$ cat src/rtl/core/mcmim_pkg.sv
// Shared types and constants for the multi-channel minimum interval monitor.
// No dependencies; used by the lane, merge and top-level modules.
`default_nettype none

package mcmim_pkg;

    // Fixed field widths of the result stream and the settle count
    localparam int INTERVAL_W = 16;
    localparam int TS_W       = 48;
    localparam int CHAN_W     = 3;
    localparam int SETTLE_W   = 32;

    // Reset value of a stored minimum
    localparam logic [INTERVAL_W-1:0] MIN_RESET = 16'hFFFF;

    // Input selector carried in tuser
    localparam logic KIND_SAMPLE = 1'b0;
    localparam logic KIND_DUMP   = 1'b1;

    // Result event codes carried in tuser
    typedef enum logic [1:0] {
        EV_FIRST  = 2'd0,
        EV_NEWMIN = 2'd1,
        EV_REPORT = 2'd2
    } event_kind_t;

    // Event found by one channel lane for the current item
    typedef struct packed {
        logic                  hit;
        event_kind_t           kind;
        logic [INTERVAL_W-1:0] interval;
    } lane_evt_t;

endpackage : mcmim_pkg

`default_nettype wire

$ cat src/rtl/core/mcmim_lane.sv
// One channel lane: toggle tracking, interval measurement and stored minimum.
// Depends on mcmim_pkg.
`default_nettype none

module mcmim_lane #(
    parameter int TIME_BITS = 48
) (
    input  wire logic                                clk,
    input  wire logic                                rst_n,
    input  wire logic                                sample_go,  // sample after reference
    input  wire logic                                dump_go,
    input  wire logic                                toggle,
    input  wire logic                                settle_ok,  // time above settle count
    input  wire logic [TIME_BITS-1:0]                t_now,
    output mcmim_pkg::lane_evt_t                     evt
);

    logic [TIME_BITS-1:0]                 last_time_reg;
    logic                                 seen_reg;
    logic [mcmim_pkg::INTERVAL_W-1:0]     min_reg;

    logic [TIME_BITS-1:0]                 dt;
    logic                                 better;
    logic                                 measure;
    logic                                 toggled;

    // Interval since the previous toggle and compare against the minimum
    always_comb
    begin
        toggled = sample_go & toggle;
        dt      = t_now - last_time_reg;
        better  = dt < TIME_BITS'(min_reg);
        measure = seen_reg & settle_ok & better;
    end

    // Event for this lane
    always_comb
    begin
        evt.hit = dump_go | (toggled & (~seen_reg | measure));
        if (dump_go)
        begin
            evt.kind     = mcmim_pkg::EV_REPORT;
            evt.interval = min_reg;
        end
        else if (seen_reg)
        begin
            evt.kind     = mcmim_pkg::EV_NEWMIN;
            evt.interval = dt[mcmim_pkg::INTERVAL_W-1:0];
        end
        else
        begin
            evt.kind     = mcmim_pkg::EV_FIRST;
            evt.interval = '0;
        end
    end

    // Toggle time holds no reset value; it is read only once seen_reg is set
    always_ff @(posedge clk)
    begin
        if (toggled)
        begin
            last_time_reg <= t_now;
        end
    end

    always_ff @(posedge clk or negedge rst_n)
    begin
        if (!rst_n)
        begin
            seen_reg <= 1'b0;
            min_reg  <= mcmim_pkg::MIN_RESET;
        end
        else if (toggled)
        begin
            seen_reg <= 1'b1;
            if (measure)
            begin
                min_reg <= dt[mcmim_pkg::INTERVAL_W-1:0];
            end
        end
    end

endmodule : mcmim_lane

`default_nettype wire

$ cat src/rtl/core/mcmim_merge.sv
// Merge stage: buffers the lane events of one item and sends them out in
// ascending channel order through an output register. Depends on mcmim_pkg.
`default_nettype none

module mcmim_merge #(
    parameter int CHANNEL_COUNT = 8
) (
    input  wire logic                                   clk,
    input  wire logic                                   rst_n,
    input  wire logic                                   load,
    input  wire mcmim_pkg::lane_evt_t                   evt [CHANNEL_COUNT],
    input  wire logic [mcmim_pkg::TS_W-1:0]             ts_in,
    output logic                                        buf_ready,
    output logic                                        out_valid,
    input  wire logic                                   out_ready,
    output mcmim_pkg::event_kind_t                      out_kind,
    output logic [mcmim_pkg::CHAN_W-1:0]                out_channel,
    output logic [mcmim_pkg::INTERVAL_W-1:0]            out_interval,
    output logic [mcmim_pkg::TS_W-1:0]                  out_ts,
    output logic                                        out_last
);

    localparam int IDX_W = (CHANNEL_COUNT > 1) ? $clog2(CHANNEL_COUNT) : 1;

    logic [CHANNEL_COUNT-1:0]               pend_reg;
    logic [CHANNEL_COUNT-1:0]               pend_next;
    mcmim_pkg::event_kind_t                 kind_reg [CHANNEL_COUNT];
    logic [mcmim_pkg::INTERVAL_W-1:0]       ival_reg [CHANNEL_COUNT];
    logic [mcmim_pkg::TS_W-1:0]             ts_reg;

    logic                                   out_valid_reg;
    mcmim_pkg::event_kind_t                 out_kind_reg;
    logic [mcmim_pkg::CHAN_W-1:0]           out_channel_reg;
    logic [mcmim_pkg::INTERVAL_W-1:0]       out_interval_reg;
    logic [mcmim_pkg::TS_W-1:0]             out_ts_reg;
    logic                                   out_last_reg;

    logic [CHANNEL_COUNT-1:0]               sel;
    logic [CHANNEL_COUNT-1:0]               rest;
    logic [IDX_W-1:0]                       sel_idx;
    logic [1:0]                             sel_kind_bits;
    logic [mcmim_pkg::INTERVAL_W-1:0]       sel_ival;
    logic                                   sel_last;
    logic                                   out_free;
    logic                                   move;

    // Lowest pending lane and its fields
    always_comb
    begin
        sel           = pend_reg & (~pend_reg + CHANNEL_COUNT'(1));
        rest          = pend_reg & ~sel;
        sel_last      = (rest == '0);
        sel_idx       = '0;
        sel_kind_bits = '0;
        sel_ival      = '0;
        for (int i = 0; i < CHANNEL_COUNT; i++)
        begin
            if (sel[i])
            begin
                sel_idx = IDX_W'(i);
            end
            sel_kind_bits = sel_kind_bits | ({2{sel[i]}} & kind_reg[i]);
            sel_ival      = sel_ival | ({mcmim_pkg::INTERVAL_W{sel[i]}} & ival_reg[i]);
        end
    end

    // Handshake between buffer, output register and input side
    always_comb
    begin
        out_free  = ~out_valid_reg | out_ready;
        move      = (pend_reg != '0) & out_free;
        buf_ready = sel_last & ((pend_reg == '0) | out_free);
        if (load)
        begin
            for (int i = 0; i < CHANNEL_COUNT; i++)
            begin
                pend_next[i] = evt[i].hit;
            end
        end
        else if (move)
        begin
            pend_next = rest;
        end
        else
        begin
            pend_next = pend_reg;
        end
    end

    // Event buffer payload
    always_ff @(posedge clk)
    begin
        if (load)
        begin
            ts_reg <= ts_in;
            for (int i = 0; i < CHANNEL_COUNT; i++)
            begin
                kind_reg[i] <= evt[i].kind;
                ival_reg[i] <= evt[i].interval;
            end
        end
    end

    always_ff @(posedge clk or negedge rst_n)
    begin
        if (!rst_n)
        begin
            pend_reg <= '0;
        end
        else
        begin
            pend_reg <= pend_next;
        end
    end

    // Output register
    always_ff @(posedge clk or negedge rst_n)
    begin
        if (!rst_n)
        begin
            out_valid_reg <= 1'b0;
        end
        else if (move)
        begin
            out_valid_reg <= 1'b1;
        end
        else if (out_ready)
        begin
            out_valid_reg <= 1'b0;
        end
    end

    always_ff @(posedge clk)
    begin
        if (move)
        begin
            out_kind_reg     <= mcmim_pkg::event_kind_t'(sel_kind_bits);
            out_channel_reg  <= mcmim_pkg::CHAN_W'(sel_idx);
            out_interval_reg <= sel_ival;
            out_ts_reg       <= ts_reg;
            out_last_reg     <= sel_last;
        end
    end

    assign out_valid    = out_valid_reg;
    assign out_kind     = out_kind_reg;
    assign out_channel  = out_channel_reg;
    assign out_interval = out_interval_reg;
    assign out_ts       = out_ts_reg;
    assign out_last     = out_last_reg;

`ifndef SYNTHESIS
    // A new item only lands once at most one event of the previous one is left
    assert property (@(posedge clk) disable iff (!rst_n)
        load |-> $countones(pend_reg) <= 1)
        else $error("merge: item loaded over pending events");

    // The final event of an item carries the last flag
    assert property (@(posedge clk) disable iff (!rst_n)
        (move && $onehot(pend_reg)) |=> out_last_reg)
        else $error("merge: final event without last flag");

    // An event that is not final never carries the last flag
    assert property (@(posedge clk) disable iff (!rst_n)
        (move && $countones(pend_reg) > 1) |=> (out_valid_reg && !out_last_reg))
        else $error("merge: last flag on inner event");
`endif

endmodule : mcmim_merge

`default_nettype wire

$ cat src/rtl/core/multi_channel_min_interval_monitor_top.sv
// Top level of the multi-channel minimum interval monitor: reference and
// timestamp control, channel lanes and merge stage. Depends on mcmim_pkg,
// mcmim_lane and mcmim_merge.
//
//  Channel   Direction  Signals                     Contents
//  s_axis    in         tvalid tready tuser tdata   tuser: kind; tdata: sample_word
//  m_axis    out        tvalid tready tuser tlast   tuser: event_kind; tlast: last;
//                       tdata                       tdata: channel, interval, timestamp
//  cfg       in         cfg_we cfg_wdata            settle_samples
//
//  An item is evaluated by all lanes in the cycle it is transferred; its results
//  leave the merge buffer at one result per cycle while m_axis is not stalled, so
//  sample words with at most one toggle stream at one per clock while m_axis is
//  not stalled. A dump yields one result for every channel.
//  rst_n clears the reference flag, timestamp, seen flags and minima (0xFFFF).
//  A stalled m_axis holds the output register; s_axis is taken again once the
//  buffer is down to the result moving out.
`default_nettype none

module multi_channel_min_interval_monitor_top #(
    parameter int CHANNEL_COUNT = 8,
    parameter int TIME_BITS     = 48
) (
    input  wire logic          clk,
    input  wire logic          rst_n,
    // configuration
    input  wire logic          cfg_we,
    input  wire logic [31:0]   cfg_wdata,      // settle_samples
    // input stream
    input  wire logic          s_axis_tvalid,
    output logic               s_axis_tready,
    input  wire logic          s_axis_tuser,   // kind
    input  wire logic [15:0]   s_axis_tdata,   // sample_word
    // result stream
    output logic               m_axis_tvalid,
    input  wire logic          m_axis_tready,
    output logic [1:0]         m_axis_tuser,   // event_kind
    output logic               m_axis_tlast,   // last
    output logic [71:0]        m_axis_tdata    // channel[2:0], interval[18:3], timestamp[66:19]
);

    localparam int CMP_W = (TIME_BITS > mcmim_pkg::SETTLE_W) ? TIME_BITS
                                                             : mcmim_pkg::SETTLE_W;

    logic [mcmim_pkg::SETTLE_W-1:0]     settle_reg;
    logic                               ref_taken_reg;
    logic [CHANNEL_COUNT-1:0]           prev_levels_reg;
    logic [TIME_BITS-1:0]               sample_time_reg;

    logic                               accept;
    logic                               is_dump;
    logic                               sample_go;
    logic                               dump_go;
    logic                               ref_load;
    logic [CHANNEL_COUNT-1:0]           levels;
    logic [CHANNEL_COUNT-1:0]           toggles;
    logic [TIME_BITS-1:0]               t_inc;
    logic [TIME_BITS-1:0]               t_item;
    logic [TIME_BITS+mcmim_pkg::TS_W-1:0] t_wide;
    logic                               settle_ok;

    mcmim_pkg::lane_evt_t               evt [CHANNEL_COUNT];
    mcmim_pkg::event_kind_t             out_kind;
    logic [mcmim_pkg::CHAN_W-1:0]       out_channel;
    logic [mcmim_pkg::INTERVAL_W-1:0]   out_interval;
    logic [mcmim_pkg::TS_W-1:0]         out_ts;
    logic                               buf_ready;

    // Input decode and timestamp
    always_comb
    begin
        accept    = s_axis_tvalid & s_axis_tready;
        is_dump   = (s_axis_tuser == mcmim_pkg::KIND_DUMP);
        dump_go   = accept & is_dump;
        ref_load  = accept & ~is_dump & ~ref_taken_reg;
        sample_go = accept & ~is_dump & ref_taken_reg;
        levels    = s_axis_tdata[CHANNEL_COUNT-1:0];
        toggles   = prev_levels_reg ^ levels;
        t_inc     = (sample_time_reg == '1) ? sample_time_reg
                                            : sample_time_reg + TIME_BITS'(1);
        t_item    = is_dump ? sample_time_reg : t_inc;
        t_wide    = {{mcmim_pkg::TS_W{1'b0}}, t_item};
        settle_ok = CMP_W'(t_inc) > CMP_W'(settle_reg);
    end

    // Settle count register
    always_ff @(posedge clk or negedge rst_n)
    begin
        if (!rst_n)
        begin
            settle_reg <= '0;
        end
        else if (cfg_we)
        begin
            settle_reg <= cfg_wdata;
        end
    end

    // Reference levels and saturating sample time
    always_ff @(posedge clk or negedge rst_n)
    begin
        if (!rst_n)
        begin
            ref_taken_reg   <= 1'b0;
            prev_levels_reg <= '0;
            sample_time_reg <= '0;
        end
        else if (ref_load)
        begin
            ref_taken_reg   <= 1'b1;
            prev_levels_reg <= levels;
            sample_time_reg <= '0;
        end
        else if (sample_go)
        begin
            prev_levels_reg <= levels;
            sample_time_reg <= t_inc;
        end
    end

    // Channel lanes
    for (genvar g = 0; g < CHANNEL_COUNT; g++)
    begin : g_lane
        mcmim_lane #(
            .TIME_BITS (TIME_BITS)
        ) u_lane (
            .clk       (clk),
            .rst_n     (rst_n),
            .sample_go (sample_go),
            .dump_go   (dump_go),
            .toggle    (toggles[g]),
            .settle_ok (settle_ok),
            .t_now     (t_inc),
            .evt       (evt[g])
        );
    end

    // Merge and output register
    mcmim_merge #(
        .CHANNEL_COUNT (CHANNEL_COUNT)
    ) u_merge (
        .clk          (clk),
        .rst_n        (rst_n),
        .load         (accept),
        .evt          (evt),
        .ts_in        (t_wide[mcmim_pkg::TS_W-1:0]),
        .buf_ready    (buf_ready),
        .out_valid    (m_axis_tvalid),
        .out_ready    (m_axis_tready),
        .out_kind     (out_kind),
        .out_channel  (out_channel),
        .out_interval (out_interval),
        .out_ts       (out_ts),
        .out_last     (m_axis_tlast)
    );

    assign s_axis_tready = buf_ready;
    assign m_axis_tuser  = out_kind;
    assign m_axis_tdata  = {5'b0, out_ts, out_interval, out_channel};

`ifndef SYNTHESIS
    // The first sample word sets the reference at time zero
    assert property (@(posedge clk) disable iff (!rst_n)
        ref_load |=> (ref_taken_reg && sample_time_reg == '0))
        else $error("top: reference sample not taken");

    // Sample time never runs backwards once the reference is set
    assert property (@(posedge clk) disable iff (!rst_n)
        (ref_taken_reg && $past(ref_taken_reg)) |-> sample_time_reg >= $past(sample_time_reg))
        else $error("top: sample time decreased");

    // Time stays at zero until the reference sample arrives
    assert property (@(posedge clk) disable iff (!rst_n)
        !ref_taken_reg |-> sample_time_reg == '0)
        else $error("top: sample time moved before reference");
`endif

endmodule : multi_channel_min_interval_monitor_top

`default_nettype wire
$ cat config.mk
export PLATFORM = sky130hd
export DESIGN_NAME = multi_channel_min_interval_monitor_top
export DESIGN_NICKNAME = d
export VERILOG_FILES = /design/src/rtl/core/mcmim_pkg.sv /design/src/rtl/core/mcmim_lane.sv /design/src/rtl/core/mcmim_merge.sv /design/src/rtl/core/multi_channel_min_interval_monitor_top.sv
export SDC_FILE = /design/constraint.sdc
export NUM_CORES = 2
export LEC_CHECK = 0
export BUFFER_PORTS_ARGS = -buffer_cell sky130_fd_sc_hd__buf_2
export CAP_MARGIN = 25
export CORE_MARGIN = 1.5
export CORE_UTILIZATION = 43
export CTS_BUF_LIST = sky130_fd_sc_hd__clkbuf_16
export CTS_CLUSTER_SIZE = 28
export DETAILED_ROUTE_END_ITERATION = 12
export PLACE_DENSITY = 0.61
export SLEW_MARGIN = 20
export SYNTH_ARGS = -nofsm -noshare
export SYNTH_HDL_FRONTEND = slang
export SYNTH_SLANG_ARGS = --single-unit
$ cat constraint.sdc
create_clock -name clk -period 11.7 [get_ports clk]
set_input_delay 0.585 -clock clk [delete_from_list [all_inputs] [get_ports clk]]
set_output_delay 0.585 -clock clk [all_outputs]
set_load 0.01 [all_outputs]
# Word-level counts from Yosys, hierarchy flattened

Memories as Yosys holds them, arrays and structs flattened.
Index checks and enable logic that the tools add are counted.

Bits in latches: 0
Memories kept: 2
Bits in read-only memories: 0
Register bits: 736
Output and inout port bits: 77
Bits in writable memories: 144
Bits of input ports: 54

Memories:

| memory           | depth | width | read ports | clocked after Yosys merged registers in | wr ports | RTL line          | source |
|---|---|---|---|---|---|---|---|
| u_merge.ival_reg | 8     | 16    | 8          | 0                                       | 8        | mcmim_merge.sv:28 | `logic [mcmim_pkg::INTERVAL_W-1:0] ival_reg [CHANNEL_COUNT];` |
| u_merge.kind_reg | 8     | 2     | 8          | 0                                       | 8        | mcmim_merge.sv:27 | `mcmim_pkg::event_kind_t kind_reg [CHANNEL_COUNT];` |

Magnitude comparators: 9
$add $sub $neg: 10
Reduce and logical (&&, ||, !) cells: 16
Bitwise gates (word level): 103
Multipliers: 0
Shifts and indexed selects: 0
Divide/modulo/power cells: 0
Multiplexer cells: 34
Equal/unequal tests: 1

Operators with widths:

| operator              | number |
|---|---|
| $lt 48x16->1          | 8 |
| $sub 48x48->48        | 8 |
| $mux 48               | 4 |
| $mux 18               | 8 |
| $mux 17               | 8 |
| $and 16x16->16        | 8 |
| $or 16x16->16         | 7 |
| $add 48x1->48 const B | 1 |
| $eq 48x48->1 const B  | 1 |
| $gt 48x32->1          | 1 |
| $and 1x1->1           | 39 |
| $mux 8                | 4 |
| $or 1x1->1            | 18 |
| $and 2x2->2           | 8 |
| $and 8x8->8           | 2 |
| $logic_not 8->1       | 2 |
| $not 8->8             | 2 |
| $reduce_and 2->1      | 8 |
| $or 2x2->2            | 7 |
| $not 1->1             | 11 |
| $add 8x1->8 const B   | 1 |
| $reduce_bool 8->1     | 1 |
| $xor 8x8->8           | 1 |
| $mux 1                | 6 |
| 5 further kinds       | 9 |

# Longest topological paths before layout

Depth in word-level cells: 14
Mapped depth: 31

# Modules after synthesis

A second synthesis with hierarchy kept.

Cells, all modules: 6727
Area total of the unflattened synthesis: 65063.7 µm²

Modules (own cells, without submodules):

| module                                 | cells each | seq. area each (µm²) | area an instance (µm²) | times used |
|---|---|---|---|---|
| mcmim_lane at g_lane[0].u_lane ...     | 673        | 1886.8               | 6058.3                 | 7 |
| mcmim_merge                            | 463        | 8092.8               | 9356.5                 | 1 |
| multi_channel_min_interval_monitor_top | 807        | 2227.1               | 6795.3                 | 1 |
| mcmim_lane at g_lane[2].u_lane         | 746        | 1886.8               | 6503.7                 | 1 |

# Worst setup path before layout

OpenSTA, ideal clock, no wires.

Path kind: reg2reg
From: register sample_time_reg[0]
To: register g_lane[1].u_lane.min_reg[10] in the netlist's numbering
Cell stages (with the launch flop): 29
Arrival: 7778 ps
Period minus slack after synthesis: 7860 ps
Slack: 3840 ps
Buffers on the path: 2
Path through: dfrtp_1 > ha_1 > nand2_1 > nor2_1 > o21ai_0 > or2_2 > clkbuf_1 > nor2_1 > nand3_1 > or2_2 > xnor2_1 > ha_1 > and2_1 > o211ai_1 > o211ai_1 > xor2_1 > ha_1 > nor2b_1 > o221ai_1 > or4_1 > or4_1 > a2111oi_0 > nand3_1 > a2111oi_0 > nand4_1 > or4_1 > a2111oi_4 > buf_4 > mux2_2

Longest elaborated chain between the ends: 6
Elaborated cells on any way between the ends: 9
Those cells by class: 2 x add/sub; 2 x order compare; 1 x eq/ne; 1 x mux; 2 x bitwise; 1 x reduce/logical

Ends and longest elaborated chain:

| what                                                 | RTL line                                                                                   | source |
|---|---|---|
| from (decl)                                          | multi_channel_min_interval_monitor_top.sv:48                                               | `logic [TIME_BITS-1:0] sample_time_reg;` |
| from (signal assigned)                               | multi_channel_min_interval_monitor_top.sv:117                                              | `sample_time_reg <= t_inc;` |
| $add 48x1->48 / $eq 48x48->1 (equally long branches) | multi_channel_min_interval_monitor_top.sv:80, multi_channel_min_interval_monitor_top.sv:79 |  |
| $mux 48 (*)                                          | multi_channel_min_interval_monitor_top.sv:79                                               | `t_inc = (sample_time_reg == '1) ? sample_time_reg` |
| net g_lane[0].u_lane.t_now[14]                       | mcmim_lane.sv:14                                                                           | `input wire logic [TIME_BITS-1:0] t_now,` |
| $sub 48x48->48 (*)                                   | mcmim_lane.sv:31                                                                           | `dt = t_now - last_time_reg;` |
| net g_lane[1].u_lane.dt[15]                          | mcmim_lane.sv:22                                                                           | `logic [TIME_BITS-1:0] dt;` |
| $lt 48x16->1 (*)                                     | mcmim_lane.sv:32                                                                           | `better = dt < TIME_BITS'(min_reg);` |
| $and 1x1->1 (*)                                      | mcmim_lane.sv:33                                                                           | `measure = seen_reg & settle_ok & better;` |
| $reduce_and 2->1 (no source line) (*)                | --                                                                                         |  |
| to (signal assigned)                                 | mcmim_lane.sv:71                                                                           | `min_reg <= mcmim_pkg::MIN_RESET;` |
| to (signal assigned)                                 | mcmim_lane.sv:78                                                                           | `min_reg <= dt[mcmim_pkg::INTERVAL_W-1:0];` |
| to (decl)                                            | mcmim_lane.sv:20                                                                           | `logic [mcmim_pkg::INTERVAL_W-1:0] min_reg;` |

The timed path passes the listed nets; every way through them passes the cells marked *.
A chain may end at the register's enable or synchronous reset.

# Worst setup path after layout

From: register sample_time_reg[47]
To: register g_lane[1].u_lane.min_reg[1] in the netlist's numbering

Longest elaborated chain between the ends: 6
Elaborated cells on any way between the ends: 9
Those cells by class: 2 x add/sub; 2 x order compare; 1 x eq/ne; 1 x mux; 2 x bitwise; 1 x reduce/logical

Ends and longest elaborated chain:

| what                              | RTL line |
|---|---|
| $eq 48x48->1                      | multi_channel_min_interval_monitor_top.sv:79 |
| $mux 48                           | multi_channel_min_interval_monitor_top.sv:79 |
| net g_lane[0].u_lane.t_now[7]     | mcmim_lane.sv:14 |
| $sub 48x48->48                    | mcmim_lane.sv:31 |
| net g_lane[1].u_lane.dt[15]       | mcmim_lane.sv:22 |
| $lt 48x16->1                      | mcmim_lane.sv:32 |
| $and 1x1->1                       | mcmim_lane.sv:33 |
| $reduce_and 2->1 (no source line) | -- |

The timed path passes the listed nets, and every way through them passes these cells.

==> flow_summary.toml <==
[outcome]
run_status = "completed"

[yosys]
syn_area_um2 = 62500
synth-simple-area-share_pct = 15.3
ys.flop_type = "edfxtp_1"
syn_area_per_cell_um2 = 9.20
synthAdderAreaFrac_pct = 10.9
async_reset_ff_share_pct = 26.8
yosys.area.top_type_share_pct = 30.7
synthMuxAreaShare_pct = 2.96
ys_seq_elements = 873
synth.most_common_cell = "nand2_1"
synth.largest_area_cell = "edfxtp_1"
synth_top_family_by_area = "compound AO/OA/AOI/OAI gates"
synth_common_cells = "nand2_1, inv_1, edfxtp_1, a21oi_1, ha_1"
synth.distinct_cells = 99
ys_warn_count = 0
synth_xor_area_share_pct = 4.75
synth-seq-area-share_pct = 40.4
postSynthCellCount = 6786
ys_top_cells_by_area = "edfxtp_1, ha_1, dfstp_2"
synth-compound-area-share_pct = 19.8
synth_edf_count = 639

[timing]
finalCritPeriodShare_pct = 80.2
setup_viol = 0
rsz0062_at_grt = "no"
clock_skew_ns = 0.0368
fin_crit_ns = 9.39
fin_ws_ns = 2.31
fmaxAchievable_mhz = 107
hold_ws_ns = 0.0850
setup_tns_ns = 0
hold_viol = 0
drv_slew = 0
tightestPinTransition_ns = 1.21
slew_headroom_pct = 19.1

[power]
leakage_nw = 29.0
seqPwrFrac_pct = 34.4
sw_frac_of_total_pct = 40.0
combPwrFrac_pct = 40.4
power.total_mw = 13.1
switchingPower_mw = 5.24
power_density_nw_per_um2 = 190
max-vdd-ir-drop_v = 0.000185
p_int_mw = 7.87
clock_power_share_pct = 25.2

[global_routing]
overflow = 0
antenna_found_initial = 15
grt_pass1_vias = 49324
grt_max_degree = 130
grt_usage_pct = 27.7
grt_pass1_wl_mm = 311

[routing]
wl_mm = 209
wl_per_cell_um = 23.7
first_iter_violations = 5347
num_vias = 53100
drtPass1Iterations = 8
vias_per_cell = 6.02
ant_nets = 0
drcViolationCount = 0

[critical_path]
crit_fanout = 17
path_class = "flip-flop to flip-flop"
cpMaxStageDelayCell = "xor2_2"
worstPathRequired_ns = 12.33
max_stage_delay_ns = 0.74
start_kind = "flip-flop"
arrival_ns = 10.02
cp-end-kind = "flip-flop"
crit_buf_inv = 4
path_delay_family = "simple AND/OR/NAND/NOR gates"

[cts]
cts_hold_buf = 1
numCtsBuffers = 102
cts-resized-gates = 0
cts_root_buffer = "clkbuf_16"
post-cts-setup-buffers = 0
cts_max_path_buffers = 3
cts.sinks = 873
clk_pin_slew_ns = 0.06
cts_tree = "done"
ctsHtreeMaxLevel = 3
clk-insertion-delay-late_ns = 0.72

[die]
die_h_um = 384
die_x_um = 384
start_util_pct = 43.4
coreArea_um2 = 144000
rows = 139
io_pins = 131
dieArea_um2 = 148000

[cells_and_area]
post-route-cell-area_um2 = 69000
layoutNonFillerInstCount = 8819
drive_above_1_share_pct = 10.7
largest_reg_flops = 384
area_growth_pct = 10.5
nets = 7417
utilization_pct = 48.0

[place]
placed_cell_area_um2 = 65500
dp.cells = 8623
dpl.hpwl_mm = 153
port_buffers = 117
dp_slack_ns = 2.52
place_congestion = 0.990

[job]
drv_cap = 0

[min_path]
hold_class = "primary input to flip-flop"
-- power by group through the flow --
stage	logic [mW]	registers [mW]	clock network, mW
6_report	5.30	4.51	3.30
5_1_grt	5.79	4.56	3.48
4_1_cts	5.21	4.51	3.37
3_5_place_dp	5.18	4.56	0
3_3_place_gp	5.10	4.55	0
2_1_floorplan	3.29	4.58	0
-- worst min-delay path: stages --
cell and delay, ns:
buf_2 0.08, nand2_1 0.04, o21ai_0 0.06
-- per-layer routing --
metal / routed length, µm / vias up / part of all wire, % / track usage, %
met2: 93100 / 1962 / 45 / 43.6
met5: 0 / - / 0 / 0
met3: 15200 / 288 / 7.3 / 3.72
met4: 9880 / 0 / 4.7 / 11.8
li1: - / 25005 / - / -
met1: 90600 / 25845 / 43 / 38.3
-- final timing paths --
kind	start	end	slack, ns	cells past startpoint
worst max register to register	sample_time_reg[47]	g_lane[1].u_lane.min_reg[1]	2.31	29
worst min-delay path	cfg_wdata[31]	settle_reg[31]	0.09	3
max in group asynchronous	rst_n	g_lane[4].u_lane.seen_reg	9.99	3
worst min register to register	u_merge.ts_reg[3]	u_merge.out_ts[3]	0.41	0
min in group asynchronous	rst_n	u_merge.pend_reg[2]	0.50	2
worst max-delay path	sample_time_reg[47]	g_lane[1].u_lane.min_reg[1]	2.31	29
-- cell families after synthesis --
| family | Yosys count |
|---|---|
| AO/OA/AOI/OAI | 1955 |
| XOR/XNOR | 339 |
| adder cells (fa/ha/maj) | 539 |
| buffers and inverters | 956 |
| flip-flops | 873 |
| multiplexers | 169 |
| other | 1 |
| AND/OR/NAND/NOR | 1954 |
-- cells in the final DEF (no fill, tap or decap), types with 73 or more instances in the layout --
master / instances
edfxtp_1: 639
o21a_1: 73
dfrtp_1: 105
nand3_1: 218
dfstp_2: 128
buf_4: 103
mux2_2: 109
buf_2: 116
nand4_1: 147
clkbuf_16: 103
nor2_1: 370
inv_1: 676
nor3_1: 114
a21oi_1: 530
ha_1: 529
o211ai_1: 86
xnor2_1: 170
xor2_1: 132
o21ai_0: 516
nand2_1: 666
a21o_1: 132
-- cell type report --
class	instances	area, µm²
tap	1903	2380
timing repair buffer	224	1450
antenna	2	5.00
clock inverter	89	861
fill	13522	74800
clock buffer	103	2580
inverter	664	2500
multi-input combinational	4961	34000
sequential	873	25200
Note: power is estimated with default switching activity, not from simulation.
